[config.mk]
export PLATFORM = sky130hd
export DESIGN_NAME = onewire_bus_master_top_flat
export DESIGN_NICKNAME = d
export VERILOG_FILES = /design/src/rtl/owm_pkg.sv /design/src/rtl/owm_if.sv /design/src/rtl/onewire_bus_master_top.sv /design/src/rtl/owm_seq.sv /design/src/flat_wrapper.sv
export SDC_FILE = /design/constraint.sdc
export NUM_CORES = 1
export LEC_CHECK = 0
export BUFFER_PORTS_ARGS = -buffer_cell sky130_fd_sc_hd__buf_4
export CORE_ASPECT_RATIO = 1.5
export CORE_MARGIN = 1.5
export CORE_UTILIZATION = 55
export CTS_CLUSTER_SIZE = 12
export DETAILED_ROUTE_END_ITERATION = 6
export GPL_ROUTABILITY_DRIVEN = 0
export PLACE_DENSITY = 0.75
export SLEW_MARGIN = 5
export SYNTH_ARGS = -nofsm -noshare
export SYNTH_HDL_FRONTEND = slang
export SYNTH_SLANG_ARGS = --single-unit
[constraint.sdc]
create_clock -name clk_i -period 3.3 [get_ports clk_i]
set_input_delay 0 -clock clk_i [delete_from_list [all_inputs] [get_ports clk_i]]
set_output_delay 0 -clock clk_i [all_outputs]
set_load 0.02 [all_outputs]
[src/rtl/owm_pkg.sv]
// ----------------------------------------------------------------------------
// owm_pkg
// Types, command codes and slot timing constants of the 1-Wire bus master.
// ----------------------------------------------------------------------------
package owm_pkg;

  // Request codes carried in req_type
  typedef enum logic [1:0] {
    REQ_TICK  = 2'd0,
    REQ_RESET = 2'd1,
    REQ_WRITE = 2'd2,
    REQ_READ  = 2'd3
  } req_e;

  // Sequencer phases
  typedef enum logic [3:0] {
    PH_IDLE     = 4'd0,
    PH_RST_LOW  = 4'd1,
    PH_RST_W1   = 4'd2,
    PH_RST_W2   = 4'd3,
    PH_RST_TAIL = 4'd4,
    PH_W_LOW    = 4'd5,
    PH_W_REL    = 4'd6,
    PH_W_GAP    = 4'd7,
    PH_R_LOW    = 4'd8,
    PH_R_WAIT   = 4'd9,
    PH_R_TAIL   = 4'd10,
    PH_R_GAP    = 4'd11
  } phase_e;

  localparam int unsigned CntW = 9;
  localparam int unsigned BitW = 3;

  // Phase durations in microseconds
  localparam logic [CntW-1:0] T_RST_LOW  = 9'd485;
  localparam logic [CntW-1:0] T_RST_W1   = 9'd60;
  localparam logic [CntW-1:0] T_RST_W2   = 9'd240;
  localparam logic [CntW-1:0] T_RST_TAIL = 9'd240;
  localparam logic [CntW-1:0] T_W1_LOW   = 9'd6;
  localparam logic [CntW-1:0] T_W1_REL   = 9'd64;
  localparam logic [CntW-1:0] T_W0_LOW   = 9'd60;
  localparam logic [CntW-1:0] T_W0_REL   = 9'd10;
  localparam logic [CntW-1:0] T_R_LOW    = 9'd6;
  localparam logic [CntW-1:0] T_R_WAIT   = 9'd9;
  localparam logic [CntW-1:0] T_R_TAIL   = 9'd55;
  localparam logic [CntW-1:0] T_GAP      = 9'd2;
  localparam logic [BitW-1:0] LAST_BIT   = 3'd7;

  // Input item
  typedef struct packed {
    logic [1:0] req_type;
    logic [7:0] data_byte;
    logic       bus_sample;
  } req_t;

  // Result item
  typedef struct packed {
    logic       drive_low;
    logic       busy_res;
    logic       done_res;
    logic       device_present;
    logic [7:0] read_data;
    logic       cmd_rejected;
  } res_t;

endpackage

[src/rtl/owm_if.sv]
// ----------------------------------------------------------------------------
// owm_req_if / owm_res_if
// Valid/ready channels for request and result transfers.
// ----------------------------------------------------------------------------
interface owm_req_if;
  logic            valid;
  logic            ready;
  owm_pkg::req_t   data;

  modport source (output valid, output data, input ready);
  modport sink   (input valid, input data, output ready);
endinterface

interface owm_res_if;
  logic            valid;
  logic            ready;
  owm_pkg::res_t   data;

  modport source (output valid, output data, input ready);
  modport sink   (input valid, input data, output ready);
endinterface

[src/rtl/onewire_bus_master_top.sv]
// ----------------------------------------------------------------------------
// onewire_bus_master_top
// 1-Wire bus master timed by one-microsecond tick transfers.
//
//   channel  direction  contents
//   req_i    in         req_type, data_byte, bus_sample
//   res_o    out        drive_low, busy_res, done_res, device_present,
//                       read_data, cmd_rejected
//
// Every request transfer yields exactly one result, offered on the next cycle.
// Throughput is one request per cycle while results are taken; the sequencer
// update is a single combinational pass into the result register.
// The result register frees the request side: a request is taken whenever
// the result slot is empty or is being drained in the same cycle.
// A stalled result holds its slot and blocks further requests until taken.
// rst_ni clears the sequencer to idle with no device present.
// ----------------------------------------------------------------------------
module onewire_bus_master_top (
  input  logic      clk_i,
  input  logic      rst_ni,
  owm_req_if.sink   req_i,
  owm_res_if.source res_o
);
  import owm_pkg::*;

  logic  step;
  logic  res_valid_q;
  res_t  res_d;
  res_t  res_q;

  // Take a request when the result slot is free or draining
  assign req_i.ready = !res_valid_q || res_o.ready;
  assign step        = req_i.valid && req_i.ready;

  owm_seq u_seq (
    .clk_i  (clk_i),
    .rst_ni (rst_ni),
    .step_i (step),
    .req_i  (req_i.data),
    .res_o  (res_d)
  );

  // Track result occupancy
  always_ff @(posedge clk_i or negedge rst_ni) begin
    if (!rst_ni) begin
      res_valid_q <= 1'b0;
    end else if (step) begin
      res_valid_q <= 1'b1;
    end else if (res_o.ready) begin
      res_valid_q <= 1'b0;
    end
  end

  // Capture result payload
  always_ff @(posedge clk_i) begin
    if (step) begin
      res_q <= res_d;
    end
  end

  assign res_o.valid = res_valid_q;
  assign res_o.data  = res_q;

endmodule

[src/rtl/owm_seq.sv]
// ----------------------------------------------------------------------------
// owm_seq
// Phase sequencer: holds the bus timing state and computes one result per item.
// ----------------------------------------------------------------------------
module owm_seq (
  input  logic           clk_i,
  input  logic           rst_ni,
  input  logic           step_i,
  input  owm_pkg::req_t  req_i,
  output owm_pkg::res_t  res_o
);
  import owm_pkg::*;

  phase_e            phase_q, phase_d;
  logic [CntW-1:0]   cnt_q, cnt_d;
  logic [BitW-1:0]   bit_q, bit_d;
  logic [7:0]        shift_q, shift_d;
  logic              first_q, first_d;
  logic              present_q, present_d;
  logic [7:0]        last_read_q, last_read_d;
  logic              rejected;
  logic              done;

  // Hold sequencer state
  always_ff @(posedge clk_i or negedge rst_ni) begin
    if (!rst_ni) begin
      phase_q     <= PH_IDLE;
      cnt_q       <= '0;
      bit_q       <= '0;
      shift_q     <= '0;
      first_q     <= 1'b1;
      present_q   <= 1'b0;
      last_read_q <= '0;
    end else if (step_i) begin
      phase_q     <= phase_d;
      cnt_q       <= cnt_d;
      bit_q       <= bit_d;
      shift_q     <= shift_d;
      first_q     <= first_d;
      present_q   <= present_d;
      last_read_q <= last_read_d;
    end
  end

  // Start or reject a command, or advance the running sequence one microsecond
  always_comb begin
    phase_d     = phase_q;
    cnt_d       = cnt_q;
    bit_d       = bit_q;
    shift_d     = shift_q;
    first_d     = first_q;
    present_d   = present_q;
    last_read_d = last_read_q;
    rejected    = 1'b0;
    done        = 1'b0;

    if (req_i.req_type != REQ_TICK) begin
      if (phase_q != PH_IDLE) begin
        rejected = 1'b1;
      end else begin
        unique case (req_e'(req_i.req_type))
          REQ_RESET: begin
            phase_d = PH_RST_LOW;
            cnt_d   = T_RST_LOW;
          end
          REQ_WRITE: begin
            shift_d = req_i.data_byte;
            bit_d   = '0;
            phase_d = PH_W_LOW;
            cnt_d   = req_i.data_byte[0] ? T_W1_LOW : T_W0_LOW;
          end
          REQ_READ: begin
            shift_d = '0;
            bit_d   = '0;
            phase_d = PH_R_LOW;
            cnt_d   = T_R_LOW;
          end
          REQ_TICK: begin
          end
        endcase
      end
    end else if (phase_q != PH_IDLE) begin
      if (cnt_q > CntW'(1)) begin
        cnt_d = cnt_q - CntW'(1);
      end else begin
        // Close the current phase
        unique case (phase_q)
          PH_RST_LOW: begin
            phase_d = PH_RST_W1;
            cnt_d   = T_RST_W1;
          end
          PH_RST_W1: begin
            first_d = req_i.bus_sample;
            phase_d = PH_RST_W2;
            cnt_d   = T_RST_W2;
          end
          PH_RST_W2: begin
            present_d = !first_q && req_i.bus_sample;
            phase_d   = PH_RST_TAIL;
            cnt_d     = T_RST_TAIL;
          end
          PH_RST_TAIL: begin
            phase_d = PH_IDLE;
            cnt_d   = '0;
            done    = 1'b1;
          end
          PH_W_LOW: begin
            phase_d = PH_W_REL;
            cnt_d   = shift_q[0] ? T_W1_REL : T_W0_REL;
          end
          PH_W_REL: begin
            shift_d = {1'b0, shift_q[7:1]};
            phase_d = PH_W_GAP;
            cnt_d   = T_GAP;
          end
          PH_W_GAP: begin
            if (bit_q == LAST_BIT) begin
              phase_d = PH_IDLE;
              cnt_d   = '0;
              done    = 1'b1;
            end else begin
              bit_d   = bit_q + BitW'(1);
              phase_d = PH_W_LOW;
              cnt_d   = shift_q[0] ? T_W1_LOW : T_W0_LOW;
            end
          end
          PH_R_LOW: begin
            phase_d = PH_R_WAIT;
            cnt_d   = T_R_WAIT;
          end
          PH_R_WAIT: begin
            shift_d = {req_i.bus_sample, shift_q[7:1]};
            phase_d = PH_R_TAIL;
            cnt_d   = T_R_TAIL;
          end
          PH_R_TAIL: begin
            phase_d = PH_R_GAP;
            cnt_d   = T_GAP;
          end
          PH_R_GAP: begin
            if (bit_q == LAST_BIT) begin
              last_read_d = shift_q;
              phase_d     = PH_IDLE;
              cnt_d       = '0;
              done        = 1'b1;
            end else begin
              bit_d   = bit_q + BitW'(1);
              phase_d = PH_R_LOW;
              cnt_d   = T_R_LOW;
            end
          end
          default: begin
            phase_d = PH_IDLE;
            cnt_d   = '0;
          end
        endcase
      end
    end
  end

  // Build the result from the state after this item
  always_comb begin
    res_o.drive_low      = (phase_d == PH_RST_LOW) || (phase_d == PH_W_LOW) ||
                           (phase_d == PH_R_LOW);
    res_o.busy_res       = (phase_d != PH_IDLE);
    res_o.done_res       = done;
    res_o.device_present = present_d;
    res_o.read_data      = last_read_d;
    res_o.cmd_rejected   = rejected;
  end

endmodule

[src/flat_wrapper.sv]
// flat-port wrapper written by rule: the top's interface ports become plain ports
module onewire_bus_master_top_flat import owm_pkg::*;
  (clk_i, rst_ni, req_i_valid, req_i_data, req_i_ready, res_o_valid, res_o_data, res_o_ready);
  owm_req_if req_i_i ();
  owm_res_if res_o_i ();
  input  logic clk_i;
  input  logic rst_ni;
  input wire logic [$bits(req_i_i.valid)-1:0] req_i_valid;
  input wire logic [$bits(req_i_i.data)-1:0] req_i_data;
  output wire logic [$bits(req_i_i.ready)-1:0] req_i_ready;
  output wire logic [$bits(res_o_i.valid)-1:0] res_o_valid;
  output wire logic [$bits(res_o_i.data)-1:0] res_o_data;
  input wire logic [$bits(res_o_i.ready)-1:0] res_o_ready;
  assign req_i_i.valid = req_i_valid;
  assign req_i_i.data = req_i_data;
  assign req_i_ready = req_i_i.ready;
  assign res_o_valid = res_o_i.valid;
  assign res_o_data = res_o_i.data;
  assign res_o_i.ready = res_o_ready;
  onewire_bus_master_top u_core (.clk_i(clk_i), .rst_ni(rst_ni), .req_i(req_i_i), .res_o(res_o_i));
endmodule
==> run metrics <==
R2R Setup Slk=800 ps; post-synthesis sequential area ratio=0.4195; final-report hold violation count=0; drc violations=0; Cell Chain, Critical Path=inv_1, ha_1, o21bai_1, nand4_2, or4_4, a211o_1, a21boi_2; R2R depth=7; Post-CTS Setup Bufs=0; clk sinks=48; gr usage total=0.2568; Yosys warnings=0; Syn-to-layout area delta=14.12%; TNS Setup=0 ps; n_diodes=0; total number of vias=between 2k and 2.5k; Core ar.=between 0.005 and 0.006 mm2; Die Area=0.005957 mm2; top fanout value on the critical path=8; Pint=around 1.3 mW; Crit path arrival time=2680 ps; nets=340; row cnt=32; Final WS setup=801.1 ps; Die Wd=between 60 and 70 um; # IOs=30; pre-CTS setup slack=827.5 ps; initial core utilization=0.5805; worst hold path depth=4; Worst Hold Class=in2reg; Min-Delay Endpoint=u_core.u_seq.shift_q[7]$_DFFE_PN0P_; Routed wire per std cell=18.45 um; cell area after synthesis=0.003022 mm2; min-delay src=req_i_data[8]; worst r2r dst=u_core.res_o.data[12]$_DFFE_PP_; pwr dens=599.6 mW/mm2; Final ANT Viol Nets=0; EDFF count, synth=13; Fillers=440; worst path required time=approximately 3500 ps; slowest CP cell=or4_4; max-cap violation count=0; Clock Pin Slew Worst Setup and Hold Paths=~100 ps; vias in the first global route=between 2k and 2.5k; clock power share=0.216; Setup CP Type=reg2reg; CTS buffer count=5; post-synthesis area per instance=10.60 um2; drt via density=roughly 6.4; H-tree lvl count=2; final WL=approximately 7100 um; DP HPWL=5161 um; share of cells above drive strength 1=0.2785; CP Capture Type=flop; Cell Count, Final, Fillers Out=about 380; global-route wire length before repair=11,830 um; Final Core Density=0.6625; IO Port Bufs=29; initial antenna violation count=0; family with the most delay on the worst path=simple AND/OR/NAND/NOR gates; Slew @ Worst Pin=742.9 ps; period utilization=0.7573; Die H=93.78 um; Initial DRT Pass Iterations=4; Reg area=0.001267 mm2; root buffer cell=clkbuf_8; Main synth FF type=dfrtp_1; critical path launch point type=flop; CTS tree=built; Max Buffers Root-to-Sink=2; Max-slew headroom=0.5006; Cells after Synth=285; Sw Share=0.3752; RSZ-0062 raised after global routing=false; pins over their slew limit=0; WP buf/inv=1; Cell Count Post-Placement=373; Gate power share=0.353; ys async rst share=0.7292; Pleak=1.451 nW; Sw Pwr=between 0.7 and 0.8 mW; Peak VDD IR=0.0003057 V; post-CTS sizing=0; total congestion overflow=0; final setup fails=0; crit path time final=2499 ps; multi-input logic area=0.001643 mm2; Initial DRC Count=115; run status=completed; Critical R2R Launch=u_core.u_seq.cnt_q[1]$_DFFE_PN0P_; Synth Register Bits=48; Seq pwr share=0.431; number of distinct library cells after synthesis=65; Crit path largest cell delay=640 ps; maximum clock rate=400.2 MHz; worst skew pair latency=310 ps; Final Skew=8.576 ps; largest net degree at the start of global routing=36; syn nets=310
==> flip-flops by register name, indices dropped and copies added, names as in the netlist <==
signal                    flops
u_core.u_seq.present_q        1
u_core.u_seq.phase_q          4
u_core.u_seq.last_read_q      8
u_core.u_seq.cnt_q            9
u_core.res_o.valid            1
u_core.u_seq.bit_q            3
u_core.u_seq.shift_q          8
u_core.u_seq.first_q          1
u_core.res_o.data            13
==> power by group through the flow <==
stage | clock, mW | combinational (mW) | sequential [mW]
floorplan | 0 | 0.562 | 0.855
finish | 0.446 | 0.731 | 0.891
CTS | 0.456 | 0.726 | 0.890
global placement | 0 | 0.711 | 0.889
global route | 0.475 | 0.806 | 0.907
detailed placement | 0 | 0.719 | 0.900
==> cell usage in the layout, fill, tap and decap left out, drive strengths merged, types with 11 or more instances in the layout <==
cell,netlist,routed
a21oi,12,12
a22o,11,11
buf,11,36
dfrtp,34,34
edfxtp,13,13
inv,10,11
mux2,28,28
nand2,17,17
nor2,15,15
o21ai,19,19
==> per-layer routing <==
layer | track usage | vias to the layer above | share of wire
met5 | 0 | - | 0
met4 | 0.1413 | 0 | 0.042
met3 | 0.03237 | 22 | 0.038
met2 | 0.4693 | 69 | 0.53
met1 | 0.2844 | 1211 | 0.39
li1 | - | 1141 | -
==> area by class of cell <==
cell class,count,area share
multi-input combinational,211,0.4764
sequential,48,0.3676
timing repair buffer,39,0.08708
tap,68,0.02467
clock buffer,5,0.01996
clock inverter,3,0.01343
inverter,10,0.01089
==> per-stage QoR <==
stage | hold WS [ps] | cell area [um2] | total power [mW]
floorplan | -295.6 | 3022 | 1.417
global placement | -10.73 | 3303 | 1.600
detailed placement | -9.999 | 3303 | 1.619
CTS | 14.53 | 3448 | 2.072
global route | 41.54 | 3448 | 2.188
finish | 18.99 | 3448 | 2.068
==> worst max-delay path by stage <==
stage	start	slack, ps	depth (start not counted)	to
2_1_floorplan	u_core.u_seq.phase_q[3]$_DFFE_PN0P_	980	6	u_core.u_seq.cnt_q[6]$_DFFE_PN0P_
3_3_place_gp	u_core.u_seq.phase_q[0]$_DFFE_PN0P_	850	5	u_core.u_seq.cnt_q[6]$_DFFE_PN0P_
3_5_place_dp	u_core.u_seq.phase_q[0]$_DFFE_PN0P_	830	5	u_core.u_seq.cnt_q[6]$_DFFE_PN0P_
4_1_cts	u_core.u_seq.cnt_q[1]$_DFFE_PN0P_	800	7	u_core.res_o.data[12]$_DFFE_PP_
5_1_grt	u_core.u_seq.phase_q[0]$_DFFE_PN0P_	660	5	u_core.u_seq.cnt_q[5]$_DFFE_PN0P_
6_report	u_core.u_seq.cnt_q[1]$_DFFE_PN0P_	800	7	u_core.res_o.data[12]$_DFFE_PP_
==> cells in the mapped netlist, drive strengths merged, types with 5 or more instances <==
cell type,number,area (um2)
a22o,11,96.34
nand3,8,40.04
dfrtp,34,850.8
mux2,28,345.3
clkbuf,5,18.77
nor3,10,70.07
ha,10,125.1
edfxtp,13,390.4
o21ai,19,95.09
nor2b,7,43.79
nand2b,6,37.54
nor2,15,56.30
inv,10,37.54
buf,11,55.05
nand2,17,63.81
a21oi,12,60.06
==> tightest hold or removal path, delay by kind of cell <==
kind	cells	cell delay [ps]
buffers and inverters	1	80
AOI/OAI and AO/OA	1	60
and+or+nand+nor	1	30
muxes	1	130
==> cell families (layout without fill, tap and decap cells) <==
group | count (synthesis) | in the layout | synth area share
buffers and inverters | 26 | 57 | 0.03685
AOI/OAI and AO/OA | 79 | 79 | 0.1926
muxes | 30 | 30 | 0.1209
xor gates and xnor gates | 1 | 1 | 0.002899
DFF | 48 | 48 | 0.4195
and+or+nand+nor | 91 | 91 | 0.1859
adders and majority gates | 10 | 10 | 0.04141
==> timing repair <==
action,4_1_cts,5_1_grt
hold endpoints to repair,37,0
hold buffers,3,0
endpoints found under the setup margin,0,0
No activity file was read; power rests on OpenSTA's default activity.
